==> src/sv/wlsm_pkg.sv <==
`timescale 1ns / 1ps
// Package of the write latency statistics monitor: statistic codes, divider
// operand selection and the command and status structs between controller
// and datapath. Depends on nothing.
package wlsm_pkg;

  // Order in which a report delivers the statistics.
  typedef enum logic [3:0] {
    STAT_CALLS      = 4'd0,
    STAT_REQUESTED  = 4'd1,
    STAT_WRITTEN    = 4'd2,
    STAT_TIMEOUTS   = 4'd3,
    STAT_ERRORS     = 4'd4,
    STAT_SHORT      = 4'd5,
    STAT_ZERO       = 4'd6,
    STAT_AVG        = 4'd7,
    STAT_MAX_DUR    = 4'd8,
    STAT_MAX_AT_MS  = 4'd9,
    STAT_START_GAP  = 4'd10,
    STAT_IDLE_GAP   = 4'd11,
    STAT_IDLE_AT_MS = 4'd12
  } stat_idx_e;

  localparam stat_idx_e STAT_LAST = STAT_IDLE_AT_MS;

  // Microseconds per millisecond.
  localparam logic [31:0] US_PER_MS = 32'd1000;

  // Reciprocal of 1000 scaled by 2^28 and rounded up. Multiplying by it and
  // keeping bits 28 and up gives x / 1000 exactly for every x below 2^18.
  localparam logic [18:0] MS_RECIP = 19'd268436;

  // Operand set of the current division.
  typedef enum logic [1:0] {
    DIV_AVG = 2'd0,
    DIV_MS1 = 2'd1,
    DIV_MS2 = 2'd2
  } div_sel_e;

  typedef struct packed {
    logic      rec_cap;    // capture a record item and form its differences
    logic      acc;        // fold the captured record into the statistics
    logic      div_start;  // launch the divider
    div_sel_e  div_sel;    // operands of the current division
    logic      quo_load;   // store the finished quotient
    logic      emit;       // load one statistic into the output register
    stat_idx_e emit_idx;   // which statistic
    logic      clear;      // clear all statistics
  } cmd_t;

  typedef struct packed {
    logic div_done;        // quotient ready this cycle
    logic out_free;        // output register can take a new item
  } sts_t;

endpackage

==> src/sv/wlsm_if.sv <==
`timescale 1ns / 1ps
// Valid/ready channels of the write latency statistics monitor: the record
// channel and the statistic channel. No dependencies.
interface wlsm_rec_if;
  logic        valid;
  logic        ready;
  logic        op;
  logic [31:0] frames_requested;
  logic [31:0] frames_written;
  logic        timed_out;
  logic        failed;
  logic [47:0] start_time;
  logic [47:0] finish_time;
  logic [47:0] prior_start_time;
  logic [47:0] prior_finish_time;

  modport source (
    output valid, op, frames_requested, frames_written, timed_out, failed,
           start_time, finish_time, prior_start_time, prior_finish_time,
    input  ready
  );
  modport sink (
    input  valid, op, frames_requested, frames_written, timed_out, failed,
           start_time, finish_time, prior_start_time, prior_finish_time,
    output ready
  );
endinterface

interface wlsm_stat_if;
  logic               valid;
  logic               ready;
  logic        [3:0]  stat_index;
  logic signed [63:0] stat_value;
  logic               last_stat;

  modport source (
    output valid, stat_index, stat_value, last_stat,
    input  ready
  );
  modport sink (
    input  valid, stat_index, stat_value, last_stat,
    output ready
  );
endinterface

==> src/sv/wlsm_div.sv <==
`timescale 1ns / 1ps
// Restoring radix-2 divider, 64-bit dividend by 32-bit divisor, one quotient
// bit per cycle. Standalone; used by the datapath.
module wlsm_div (
  input  logic        clk_i,
  input  logic        rst_ni,
  input  logic        start_i,
  input  logic [63:0] dividend_i,
  input  logic [31:0] divisor_i,
  output logic        done_o,
  output logic [63:0] quotient_o
);

  logic        busy_q;
  logic        done_q;
  logic [5:0]  cnt_q;
  logic [31:0] rem_q;
  logic [63:0] quo_q;
  logic [31:0] dsr_q;

  logic [32:0] rem_sh;
  logic [32:0] rem_sub;
  logic        ge;

  // The dividend shifts out of the top of quo_q while quotient bits enter
  // at the bottom.
  assign rem_sh  = {rem_q, quo_q[63]};
  assign rem_sub = rem_sh - {1'b0, dsr_q};
  assign ge      = rem_sh >= {1'b0, dsr_q};

  always_ff @(posedge clk_i or negedge rst_ni) begin
    if (!rst_ni) begin
      busy_q <= 1'b0;
      done_q <= 1'b0;
      cnt_q  <= '0;
    end else begin
      done_q <= 1'b0;
      if (start_i) begin
        busy_q <= 1'b1;
        cnt_q  <= 6'd63;
      end else if (busy_q) begin
        cnt_q <= cnt_q - 6'd1;
        if (cnt_q == 6'd0) begin
          busy_q <= 1'b0;
          done_q <= 1'b1;
        end
      end
    end
  end

  always_ff @(posedge clk_i) begin
    if (start_i) begin
      quo_q <= dividend_i;
      rem_q <= '0;
      dsr_q <= divisor_i;
    end else if (busy_q) begin
      quo_q <= {quo_q[62:0], ge};
      rem_q <= ge ? rem_sub[31:0] : rem_sh[31:0];
    end
  end

  assign done_o     = done_q;
  assign quotient_o = quo_q;

  a_start_idle: assert property (@(posedge clk_i) disable iff (!rst_ni)
    start_i |-> !busy_q)
    else $error("divider started while busy");

  a_done_after_busy: assert property (@(posedge clk_i) disable iff (!rst_ni)
    done_q |-> !busy_q && $past(busy_q))
    else $error("divider done without a finished run");

endmodule

==> src/sv/wlsm_datapath.sv <==
`timescale 1ns / 1ps
// Datapath of the write latency statistics monitor: statistics registers,
// record arithmetic, dividers and output register. Uses wlsm_pkg, wlsm_div.
module wlsm_datapath (
  input  logic                clk_i,
  input  logic                rst_ni,
  input  wlsm_pkg::cmd_t      cmd_i,
  output wlsm_pkg::sts_t      sts_o,
  input  logic [31:0]         frames_requested_i,
  input  logic [31:0]         frames_written_i,
  input  logic                timed_out_i,
  input  logic                failed_i,
  input  logic [47:0]         start_time_i,
  input  logic [47:0]         finish_time_i,
  input  logic [47:0]         prior_start_time_i,
  input  logic [47:0]         prior_finish_time_i,
  output logic                out_valid_o,
  input  logic                out_ready_i,
  output logic [3:0]          out_index_o,
  output logic signed [63:0]  out_value_o,
  output logic                out_last_o
);

  // Captured record; differences are 49-bit signed.
  logic [31:0] req_q, wr_q;
  logic        to_q, fail_q, short_q, zero_q;
  logic [47:0] st_q;
  logic [48:0] dur_q, sgap_q, igap_q;
  logic        sgap_ok_q, igap_ok_q;

  // Statistics.
  logic [31:0] calls_q, reqtot_q, wrtot_q, tocnt_q, errcnt_q, shortcnt_q, zerocnt_q;
  logic [63:0] dsum_q;
  logic [47:0] max_dur_q, max_dur_at_q, max_sgap_q, max_igap_q, max_igap_at_q;

  // Report quotients.
  logic [63:0] avg_q;
  logic [38:0] ms1_q, ms2_q;

  // Output register.
  logic        out_valid_q;
  logic [3:0]  out_index_q;
  logic [63:0] out_value_q;
  logic        out_last_q;

  // Millisecond conversion.
  logic        ms_busy_q, ms_done_q;
  logic [2:0]  ms_cnt_q;
  logic [9:0]  ms_rem_q;
  logic [47:0] ms_src_q;
  logic [47:0] ms_quo_q;
  logic [47:0] ms_dvd;
  logic [17:0] ms_x;
  logic [35:0] ms_prod;
  logic [7:0]  ms_digit;
  logic [17:0] ms_left;

  logic [63:0] sum_mag;
  logic        avg_start, ms_start;
  logic        div_done;
  logic [63:0] div_quo;
  logic [63:0] sel_value;
  logic        dur_new, sgap_new, igap_new;

  always_ff @(posedge clk_i) begin
    if (cmd_i.rec_cap) begin
      req_q     <= frames_requested_i;
      wr_q      <= frames_written_i;
      to_q      <= timed_out_i;
      fail_q    <= failed_i;
      short_q   <= frames_written_i < frames_requested_i;
      zero_q    <= frames_written_i == 32'd0;
      st_q      <= start_time_i;
      dur_q     <= {1'b0, finish_time_i} - {1'b0, start_time_i};
      sgap_q    <= {1'b0, start_time_i} - {1'b0, prior_start_time_i};
      igap_q    <= {1'b0, start_time_i} - {1'b0, prior_finish_time_i};
      sgap_ok_q <= prior_start_time_i != 48'd0;
      igap_ok_q <= prior_finish_time_i != 48'd0;
    end
  end

  // A maximum starts at zero, so only a nonnegative, strictly larger value wins.
  assign dur_new  = !dur_q[48] && (dur_q[47:0] > max_dur_q);
  assign sgap_new = sgap_ok_q && !sgap_q[48] && (sgap_q[47:0] > max_sgap_q);
  assign igap_new = igap_ok_q && !igap_q[48] && (igap_q[47:0] > max_igap_q);

  always_ff @(posedge clk_i or negedge rst_ni) begin
    if (!rst_ni) begin
      calls_q       <= '0;
      reqtot_q      <= '0;
      wrtot_q       <= '0;
      tocnt_q       <= '0;
      errcnt_q      <= '0;
      shortcnt_q    <= '0;
      zerocnt_q     <= '0;
      dsum_q        <= '0;
      max_dur_q     <= '0;
      max_dur_at_q  <= '0;
      max_sgap_q    <= '0;
      max_igap_q    <= '0;
      max_igap_at_q <= '0;
    end else if (cmd_i.clear) begin
      calls_q       <= '0;
      reqtot_q      <= '0;
      wrtot_q       <= '0;
      tocnt_q       <= '0;
      errcnt_q      <= '0;
      shortcnt_q    <= '0;
      zerocnt_q     <= '0;
      dsum_q        <= '0;
      max_dur_q     <= '0;
      max_dur_at_q  <= '0;
      max_sgap_q    <= '0;
      max_igap_q    <= '0;
      max_igap_at_q <= '0;
    end else if (cmd_i.acc) begin
      calls_q    <= calls_q + 32'd1;
      reqtot_q   <= reqtot_q + req_q;
      wrtot_q    <= wrtot_q + wr_q;
      tocnt_q    <= tocnt_q + {31'd0, to_q};
      errcnt_q   <= errcnt_q + {31'd0, fail_q};
      shortcnt_q <= shortcnt_q + {31'd0, short_q};
      zerocnt_q  <= zerocnt_q + {31'd0, zero_q};
      dsum_q     <= dsum_q + {{15{dur_q[48]}}, dur_q};
      if (dur_new) begin
        max_dur_q    <= dur_q[47:0];
        max_dur_at_q <= st_q;
      end
      if (sgap_new) begin
        max_sgap_q <= sgap_q[47:0];
      end
      if (igap_new) begin
        max_igap_q    <= igap_q[47:0];
        max_igap_at_q <= st_q;
      end
    end
  end

  // Average divides the magnitude and restores the sign afterwards.
  assign sum_mag = dsum_q[63] ? (~dsum_q + 64'd1) : dsum_q;

  assign avg_start = cmd_i.div_start && (cmd_i.div_sel == wlsm_pkg::DIV_AVG);
  assign ms_start  = cmd_i.div_start && (cmd_i.div_sel != wlsm_pkg::DIV_AVG);

  wlsm_div u_div (
    .clk_i      (clk_i),
    .rst_ni     (rst_ni),
    .start_i    (avg_start),
    .dividend_i (sum_mag),
    .divisor_i  (calls_q),
    .done_o     (div_done),
    .quotient_o (div_quo)
  );

  always_comb begin
    case (cmd_i.div_sel)
      wlsm_pkg::DIV_MS1: ms_dvd = max_dur_at_q;
      wlsm_pkg::DIV_MS2: ms_dvd = max_igap_at_q;
      default:           ms_dvd = '0;
    endcase
  end

  // Long division by 1000, one byte of the time per cycle.
  // The remainder stays below 1000, so each partial dividend is below 2^18
  // and its quotient byte comes from the reciprocal multiplication.
  assign ms_x     = {ms_rem_q, ms_src_q[47:40]};
  assign ms_prod  = 36'(ms_x) * 36'(wlsm_pkg::MS_RECIP);
  assign ms_digit = ms_prod[35:28];
  assign ms_left  = ms_x - 18'(ms_digit) * 18'(wlsm_pkg::US_PER_MS);

  always_ff @(posedge clk_i or negedge rst_ni) begin
    if (!rst_ni) begin
      ms_busy_q <= 1'b0;
      ms_done_q <= 1'b0;
      ms_cnt_q  <= '0;
    end else begin
      ms_done_q <= 1'b0;
      if (ms_start) begin
        ms_busy_q <= 1'b1;
        ms_cnt_q  <= 3'd5;
      end else if (ms_busy_q) begin
        ms_cnt_q <= ms_cnt_q - 3'd1;
        if (ms_cnt_q == 3'd0) begin
          ms_busy_q <= 1'b0;
          ms_done_q <= 1'b1;
        end
      end
    end
  end

  always_ff @(posedge clk_i) begin
    if (ms_start) begin
      ms_src_q <= ms_dvd;
      ms_rem_q <= '0;
    end else if (ms_busy_q) begin
      ms_src_q <= {ms_src_q[39:0], 8'd0};
      ms_rem_q <= ms_left[9:0];
      ms_quo_q <= {ms_quo_q[39:0], ms_digit};
    end
  end

  always_ff @(posedge clk_i) begin
    if (cmd_i.quo_load) begin
      case (cmd_i.div_sel)
        wlsm_pkg::DIV_AVG: begin
          if (calls_q == 32'd0) begin
            avg_q <= '0;
          end else begin
            avg_q <= dsum_q[63] ? (~div_quo + 64'd1) : div_quo;
          end
        end
        wlsm_pkg::DIV_MS1: ms1_q <= ms_quo_q[38:0];
        wlsm_pkg::DIV_MS2: ms2_q <= ms_quo_q[38:0];
        default: ;
      endcase
    end
  end

  always_comb begin
    case (cmd_i.emit_idx)
      wlsm_pkg::STAT_CALLS:      sel_value = {32'd0, calls_q};
      wlsm_pkg::STAT_REQUESTED:  sel_value = {32'd0, reqtot_q};
      wlsm_pkg::STAT_WRITTEN:    sel_value = {32'd0, wrtot_q};
      wlsm_pkg::STAT_TIMEOUTS:   sel_value = {32'd0, tocnt_q};
      wlsm_pkg::STAT_ERRORS:     sel_value = {32'd0, errcnt_q};
      wlsm_pkg::STAT_SHORT:      sel_value = {32'd0, shortcnt_q};
      wlsm_pkg::STAT_ZERO:       sel_value = {32'd0, zerocnt_q};
      wlsm_pkg::STAT_AVG:        sel_value = avg_q;
      wlsm_pkg::STAT_MAX_DUR:    sel_value = {16'd0, max_dur_q};
      wlsm_pkg::STAT_MAX_AT_MS:  sel_value = {25'd0, ms1_q};
      wlsm_pkg::STAT_START_GAP:  sel_value = {16'd0, max_sgap_q};
      wlsm_pkg::STAT_IDLE_GAP:   sel_value = {16'd0, max_igap_q};
      wlsm_pkg::STAT_IDLE_AT_MS: sel_value = {25'd0, ms2_q};
      default:                   sel_value = '0;
    endcase
  end

  always_ff @(posedge clk_i or negedge rst_ni) begin
    if (!rst_ni) begin
      out_valid_q <= 1'b0;
    end else if (cmd_i.emit) begin
      out_valid_q <= 1'b1;
    end else if (out_ready_i) begin
      out_valid_q <= 1'b0;
    end
  end

  always_ff @(posedge clk_i) begin
    if (cmd_i.emit) begin
      out_index_q <= cmd_i.emit_idx;
      out_value_q <= sel_value;
      out_last_q  <= cmd_i.emit_idx == wlsm_pkg::STAT_LAST;
    end
  end

  assign sts_o.div_done = div_done || ms_done_q;
  assign sts_o.out_free = !out_valid_q || out_ready_i;

  assign out_valid_o = out_valid_q;
  assign out_index_o = out_index_q;
  assign out_value_o = out_value_q;
  assign out_last_o  = out_last_q;

  a_last_is_final: assert property (@(posedge clk_i) disable iff (!rst_ni)
    (out_valid_q && out_last_q) |-> out_index_q == wlsm_pkg::STAT_LAST)
    else $error("last flag on a statistic other than the final one");

  a_max_hold: assert property (@(posedge clk_i) disable iff (!rst_ni)
    (!cmd_i.acc && !cmd_i.clear) |=> $stable(max_dur_q) && $stable(calls_q))
    else $error("statistics changed without a record or a clear");

  a_ms_start_idle: assert property (@(posedge clk_i) disable iff (!rst_ni)
    ms_start |-> !ms_busy_q)
    else $error("millisecond conversion started while busy");

endmodule

==> src/sv/wlsm_ctrl.sv <==
`timescale 1ns / 1ps
// Controller of the write latency statistics monitor: accepts items and
// sequences record, division and report steps. Uses wlsm_pkg.
module wlsm_ctrl (
  input  logic           clk_i,
  input  logic           rst_ni,
  input  logic           rec_valid_i,
  input  logic           rec_op_i,
  output logic           rec_ready_o,
  input  wlsm_pkg::sts_t sts_i,
  output wlsm_pkg::cmd_t cmd_o
);

  typedef enum logic [8:0] {
    S_IDLE     = 9'b000000001,
    S_REC      = 9'b000000010,
    S_AVG_GO   = 9'b000000100,
    S_AVG_WAIT = 9'b000001000,
    S_MS1_GO   = 9'b000010000,
    S_MS1_WAIT = 9'b000100000,
    S_MS2_GO   = 9'b001000000,
    S_MS2_WAIT = 9'b010000000,
    S_EMIT     = 9'b100000000
  } state_e;

  state_e              state_q, state_d;
  wlsm_pkg::stat_idx_e idx_q, idx_d;

  always_comb begin
    state_d          = state_q;
    idx_d            = idx_q;
    rec_ready_o      = 1'b0;
    cmd_o            = '0;
    cmd_o.div_sel    = wlsm_pkg::DIV_AVG;
    cmd_o.emit_idx   = idx_q;
    case (state_q)
      S_IDLE: begin
        rec_ready_o = 1'b1;
        if (rec_valid_i) begin
          if (rec_op_i) begin
            state_d = S_AVG_GO;
          end else begin
            cmd_o.rec_cap = 1'b1;
            state_d       = S_REC;
          end
        end
      end
      S_REC: begin
        cmd_o.acc = 1'b1;
        state_d   = S_IDLE;
      end
      S_AVG_GO: begin
        cmd_o.div_start = 1'b1;
        state_d         = S_AVG_WAIT;
      end
      S_AVG_WAIT: begin
        if (sts_i.div_done) begin
          cmd_o.quo_load = 1'b1;
          state_d        = S_MS1_GO;
        end
      end
      S_MS1_GO: begin
        cmd_o.div_sel   = wlsm_pkg::DIV_MS1;
        cmd_o.div_start = 1'b1;
        state_d         = S_MS1_WAIT;
      end
      S_MS1_WAIT: begin
        cmd_o.div_sel = wlsm_pkg::DIV_MS1;
        if (sts_i.div_done) begin
          cmd_o.quo_load = 1'b1;
          state_d        = S_MS2_GO;
        end
      end
      S_MS2_GO: begin
        cmd_o.div_sel   = wlsm_pkg::DIV_MS2;
        cmd_o.div_start = 1'b1;
        state_d         = S_MS2_WAIT;
      end
      S_MS2_WAIT: begin
        cmd_o.div_sel = wlsm_pkg::DIV_MS2;
        if (sts_i.div_done) begin
          cmd_o.quo_load = 1'b1;
          idx_d          = wlsm_pkg::STAT_CALLS;
          state_d        = S_EMIT;
        end
      end
      S_EMIT: begin
        if (sts_i.out_free) begin
          cmd_o.emit = 1'b1;
          if (idx_q == wlsm_pkg::STAT_LAST) begin
            // The final statistic is latched on the same edge that clears.
            cmd_o.clear = 1'b1;
            state_d     = S_IDLE;
          end else begin
            idx_d = wlsm_pkg::stat_idx_e'(idx_q + 4'd1);
          end
        end
      end
      default: begin
        state_d = S_IDLE;
      end
    endcase
  end

  always_ff @(posedge clk_i or negedge rst_ni) begin
    if (!rst_ni) begin
      state_q <= S_IDLE;
      idx_q   <= wlsm_pkg::STAT_CALLS;
    end else begin
      state_q <= state_d;
      idx_q   <= idx_d;
    end
  end

  a_emit_in_range: assert property (@(posedge clk_i) disable iff (!rst_ni)
    (state_q == S_EMIT) |-> idx_q <= wlsm_pkg::STAT_LAST)
    else $error("report index ran past the final statistic");

endmodule

==> src/sv/write_latency_stats_monitor.sv <==
`timescale 1ns / 1ps
// Top level of the write latency statistics monitor. Uses wlsm_pkg, the
// channel interfaces in wlsm_if.sv, wlsm_ctrl and wlsm_datapath.

// The monitor takes one item at a time on rec_i. A record item (op = 0) is
// folded into the interval statistics in two steps: the first captures the
// item and forms the duration and the two gaps, the second updates the
// wrapping 32-bit counters, the signed 64-bit duration sum and the three
// maxima. A report item (op = 1) first divides the duration sum by the call
// count on a bit-serial divider, then turns the two "at" times from
// microseconds into milliseconds with a divider by 1000; every division has
// a state to start it and one to wait for and store its quotient. It then
// delivers 13 items on stat_o in stat_index order, the last one flagged by
// last_stat, one per cycle while the sink keeps ready high. A report
// therefore holds the input until its final item enters the output register.
// All statistics are cleared as the final item enters the output register,
// so the next input item can be taken while that item still waits on stat_o.
module write_latency_stats_monitor (
  input  logic        clk_i,
  input  logic        rst_ni,
  wlsm_rec_if.sink    rec_i,
  wlsm_stat_if.source stat_o
);

  wlsm_pkg::cmd_t cmd;
  wlsm_pkg::sts_t sts;

  wlsm_ctrl u_ctrl (
    .clk_i       (clk_i),
    .rst_ni      (rst_ni),
    .rec_valid_i (rec_i.valid),
    .rec_op_i    (rec_i.op),
    .rec_ready_o (rec_i.ready),
    .sts_i       (sts),
    .cmd_o       (cmd)
  );

  wlsm_datapath u_dp (
    .clk_i               (clk_i),
    .rst_ni              (rst_ni),
    .cmd_i               (cmd),
    .sts_o               (sts),
    .frames_requested_i  (rec_i.frames_requested),
    .frames_written_i    (rec_i.frames_written),
    .timed_out_i         (rec_i.timed_out),
    .failed_i            (rec_i.failed),
    .start_time_i        (rec_i.start_time),
    .finish_time_i       (rec_i.finish_time),
    .prior_start_time_i  (rec_i.prior_start_time),
    .prior_finish_time_i (rec_i.prior_finish_time),
    .out_valid_o         (stat_o.valid),
    .out_ready_i         (stat_o.ready),
    .out_index_o         (stat_o.stat_index),
    .out_value_o         (stat_o.stat_value),
    .out_last_o          (stat_o.last_stat)
  );

endmodule
==> src/flat_wrapper.sv <==
// flat-port wrapper written by rule: the top's interface ports become plain ports
module write_latency_stats_monitor_flat 
  (clk_i, rst_ni, rec_i_valid, rec_i_op, rec_i_frames_requested, rec_i_frames_written, rec_i_timed_out, rec_i_failed, rec_i_start_time, rec_i_finish_time, rec_i_prior_start_time, rec_i_prior_finish_time, rec_i_ready, stat_o_valid, stat_o_stat_index, stat_o_stat_value, stat_o_last_stat, stat_o_ready);
  wlsm_rec_if rec_i_i ();
  wlsm_stat_if stat_o_i ();
  input  logic clk_i;
  input  logic rst_ni;
  input wire logic [$bits(rec_i_i.valid)-1:0] rec_i_valid;
  input wire logic [$bits(rec_i_i.op)-1:0] rec_i_op;
  input wire logic [$bits(rec_i_i.frames_requested)-1:0] rec_i_frames_requested;
  input wire logic [$bits(rec_i_i.frames_written)-1:0] rec_i_frames_written;
  input wire logic [$bits(rec_i_i.timed_out)-1:0] rec_i_timed_out;
  input wire logic [$bits(rec_i_i.failed)-1:0] rec_i_failed;
  input wire logic [$bits(rec_i_i.start_time)-1:0] rec_i_start_time;
  input wire logic [$bits(rec_i_i.finish_time)-1:0] rec_i_finish_time;
  input wire logic [$bits(rec_i_i.prior_start_time)-1:0] rec_i_prior_start_time;
  input wire logic [$bits(rec_i_i.prior_finish_time)-1:0] rec_i_prior_finish_time;
  output wire logic [$bits(rec_i_i.ready)-1:0] rec_i_ready;
  output wire logic [$bits(stat_o_i.valid)-1:0] stat_o_valid;
  output wire logic [$bits(stat_o_i.stat_index)-1:0] stat_o_stat_index;
  output wire logic [$bits(stat_o_i.stat_value)-1:0] stat_o_stat_value;
  output wire logic [$bits(stat_o_i.last_stat)-1:0] stat_o_last_stat;
  input wire logic [$bits(stat_o_i.ready)-1:0] stat_o_ready;
  assign rec_i_i.valid = rec_i_valid;
  assign rec_i_i.op = rec_i_op;
  assign rec_i_i.frames_requested = rec_i_frames_requested;
  assign rec_i_i.frames_written = rec_i_frames_written;
  assign rec_i_i.timed_out = rec_i_timed_out;
  assign rec_i_i.failed = rec_i_failed;
  assign rec_i_i.start_time = rec_i_start_time;
  assign rec_i_i.finish_time = rec_i_finish_time;
  assign rec_i_i.prior_start_time = rec_i_prior_start_time;
  assign rec_i_i.prior_finish_time = rec_i_prior_finish_time;
  assign rec_i_ready = rec_i_i.ready;
  assign stat_o_valid = stat_o_i.valid;
  assign stat_o_stat_index = stat_o_i.stat_index;
  assign stat_o_stat_value = stat_o_i.stat_value;
  assign stat_o_last_stat = stat_o_i.last_stat;
  assign stat_o_i.ready = stat_o_ready;
  write_latency_stats_monitor u_core (.clk_i(clk_i), .rst_ni(rst_ni), .rec_i(rec_i_i), .stat_o(stat_o_i));
endmodule
==> config.mk <==
export PLATFORM = sky130hd
export DESIGN_NAME = write_latency_stats_monitor_flat
export DESIGN_NICKNAME = d
export VERILOG_FILES = /design/src/sv/wlsm_pkg.sv /design/src/sv/wlsm_if.sv /design/src/sv/wlsm_div.sv /design/src/sv/wlsm_datapath.sv /design/src/sv/wlsm_ctrl.sv /design/src/sv/write_latency_stats_monitor.sv /design/src/flat_wrapper.sv
export SDC_FILE = /design/constraint.sdc
export NUM_CORES = 2
export LEC_CHECK = 0
export ABC_CLOCK_PERIOD_IN_PS = 16720
export BUFFER_PORTS_ARGS = -buffer_cell sky130_fd_sc_hd__buf_2
export CAP_MARGIN = 10
export CORE_MARGIN = 1.5
export CORE_UTILIZATION = 23
export DETAILED_ROUTE_END_ITERATION = 8
export REMOVE_ABC_BUFFERS = 1
export SKIP_CTS_REPAIR_TIMING = 1
export SKIP_LAST_GASP = 1
export SYNTH_ARGS = -nofsm -noshare
export SYNTH_HDL_FRONTEND = slang
export SYNTH_SLANG_ARGS = --single-unit
==> constraint.sdc <==
create_clock -name clk_i -period 16.72 [get_ports clk_i]
set_input_delay 3.344 -clock clk_i [delete_from_list [all_inputs] [get_ports clk_i]]
set_output_delay 3.344 -clock clk_i [all_outputs]
set_load 0.05 [all_outputs]
==> run_results.csv <==
group,metric,value,unit
placement,dpl_cell_area,83900,um2
synthesis,synth_ff_type,"edfxtp_1",
sta,relSlewSlack,24.9,%
sta,tns,0,ps
sta,worst_pin_slew,1120,ps
power_and_ir_drop,irDropWorstVdd,111,uV
clocking,clock_latency,820,ps
critical_path,worstReg2RegStart,"u_core.u_dp.ms_src_q[46]",
synthesis,syn_inst,7698,
clocking,clk_pin_slew_worst_paths,60,ps
drt,wirelength,267000,um
sta,hold_viol,0,
critical_path,cpPeakStageDelay,600,ps
synthesis,ys_ff_latch,1256,
synthesis,yosysMostFrequentCell,"nand2_1",
sta,holdWs,467,ps
sta,slew_violations,0,
sta,layout_setup_ws,7420,ps
critical_path,cp.arrival,10030,ps
cells_and_area,drive_gt1_share,8.85,%
status,outcome,"complete, no violations",
critical_path,cp-start-kind,"flip-flop",
sta,clock_skew,57.6,ps
clocking,root_buffer,"clkbuf_16",
job,maxCapViolCount,0,
synthesis,synthArstFlopShare,44.2,%
worst_hold_path,min_from,"u_core.u_dp.ms_quo_q[32]",
critical_path,crit_fanout,7,
synthesis,synth_top_area_share,25.7,%
synthesis,synth_seq_area_share,44.7,%
synthesis,synth_edf_count,659,
power_and_ir_drop,p_leak,37.6,nW
critical_path,startpoint,"u_core.u_dp.ms_src_q[46]",
floorplanning,start_util,23.1,%
floorplanning,rows,212,
floorplanning,core_region_area,334000,um2
synthesis,yosysUniqueCellTypes,93,
power_and_ir_drop,p_per_area,154,nW/um2
floorplanning,die_h,582,um
drt,via_per_inst,4.91,
floorplanning,dieWidth,582,um
grt,grt_usage,15.3,%
cells_and_area,post_layout_nonfiller_instances,12443,
clocking,cts_buffer_depth,4,
synthesis,yosys.area.top_type,"edfxtp_1",
sta,setup_violations,0,
floorplanning,io-pin-count,334,
power_and_ir_drop,power,13.6,mW
floorplanning,dieArea,339000,um2
clocking,cts_made_buffers,140,
critical_path,cp_top_family,"adder cells",
grt,grt_overflow,0,
placement,hpwl,203000,um
drt,wire_per_inst,21.5,um
sta,fmax,0.107,GHz
cells_and_area,nets,8923,
clocking,cts-htree-levels,4,
placement,dpl_worst_slack,7450,ps
sta,fin_crit_sh,55.6,%
synthesis,synthTopCellsByArea,"edfxtp_1 (26%), dfrtp_1 (18%), ha_1 (11%)",
critical_path,crit_type,"flip-flop to flip-flop",
grt,antenna_found_initial,38,
grt,grt_pass1_vias,56588,
synthesis,synth_area,77100,um2
placement,dp_cells,12190,
drt,first_pass_iters,8,
critical_path,slowest_stage,"edfxtp_1",
synthesis,yosys_warnings,0,
grt,grt_max_degree,203,
critical_path,crit_buf_inv,6,
critical_path,required,17450,ps
drt,drc,0,
clocking,cts.sinks,1256,
placement,gp_congestion,0.914,
sta,period_needed,9300,ps
cells_and_area,area_delta_synth_final,14.6,%
synthesis,avgSynthCellArea,10.0,um2
drt,drt_iter0_drc,6998,
cells_and_area,fin_util,26.5,%
sta,rsz0062_at_grt,"false",
grt,grt_pass1_wl,384000,um
synthesis,synthTopCellsByCount,"nand2_1 (882), edfxtp_1 (659), ha_1 (659), inv_1 (604), dfrtp_1 (554)",
drt,postRouteAntennaNets,0,
worst_hold_path,min_path_type,"flip-flop to flip-flop",
cells_and_area,final_area,88400,um2
placement,io_buffers,333,
clocking,cts_tree,"built",
drt,routed-via-count,61098,
critical_path,endpoint_kind,"flip-flop",
-- cell type report --
class / count / area [um2]
repair buffers: 409 / 2270
fillers: 35326 / 245000
flip-flops and latches: 1256 / 34500
multi-input cells: 5534 / 39300
well taps: 4387 / 5490
diodes: 9 / 22.5
clock buffers: 198 / 4000
inverters: 604 / 2270
clock inverters: 46 / 480
-- final timing paths --
| check | end | slack (ps) | cells after the start |
|---|---|---|---|
| max in group asynchronous | u_core.u_dp.dsum_q[63] | 11230 | 4 |
| worst min register to register | u_core.u_dp.ms2_q[32] | 470 | 0 |
| worst max register to register | u_core.u_dp.ms_rem_q[9] | 7420 | 32 |
| worst min-delay path | u_core.u_dp.ms2_q[32] | 470 | 0 |
| worst max-delay path | u_core.u_dp.ms_rem_q[9] | 7420 | 32 |
| min in group asynchronous | u_core.u_dp.reqtot_q[3] | 2510 | 1 |
-- cell usage in the layout, fill, tap and decap left out, types with 51 or more instances in the layout --
cell type	netlist	layout
a21o_1	241	241
buf_2	4	332
fa_1	56	56
nor3_1	89	88
nor2b_1	82	81
mux2i_1	237	237
ha_1	659	657
and3_1	74	72
o21bai_1	51	51
a21oi_1	346	346
edfxtp_1	659	659
dfrtp_1	554	553
nand3_1	188	187
a22oi_1	169	169
xnor2_1	218	218
nand2_1	882	880
clkbuf_16	0	145
buf_4	0	74
nand4_1	130	130
inv_1	604	602
a32o_1	52	52
o21a_1	60	59
nor4_1	54	53
nand2b_1	64	63
xor2_1	315	315
nor2_1	453	450
a221oi_1	62	62
o31ai_1	100	100
o21ai_0	431	431
-- worst reg2reg max path: cells and delay by family (launching register included) --
kind,cells,cell delay [ps]
AO/OA/AOI/OAI,7,1790
XOR/XNOR,6,1440
adder cells (fa/ha/maj),12,4900
buffers and inverters,6,300
flip-flops,1,600
AND/OR/NAND/NOR,1,210
-- cell families (layout without fill, tap and decap cells) --
logic type	after synthesis	in the layout	synth area share [%]
simple gates	2207	2207	13.4
fa+ha+maj	716	716	12.2
buf+inv	908	1257	4.42
other cells	0	9	0
compound gates	1833	1833	16.0
flops	1256	1256	44.7
xor+xnor	535	535	6.11
mux	243	243	3.16
-- sequential cells by signal, indices dropped and copies added, names as in the netlist, 49 cells and up --
register and cells:
u_core.u_dp.sgap_q 49, u_core.u_dp.u_div.quotient_o 64, u_core.u_dp.igap_q 49, u_core.u_dp.out_value_o 64, u_core.u_dp.avg_q 64, u_core.u_dp.dsum_q 64
u_core.u_dp.dur_q 49
-- report_power, final --
group | leakage (nW) | switching, mW | internal, mW
logic | 22.1 | 3.06 | 2.28
registers | 13.4 | 1.04 | 4.12
clock network | 2.19 | 1.34 | 1.80
total | 37.6 | 5.44 | 8.20
-- routing by layer --
layer	routed length, um	GRT usage, %
met5	23	0
met4	4360	2.63
met3	32300	4.55
met2	103000	20.6
met1	127000	23.6
Note: power is estimated with default switching activity, not from simulation.
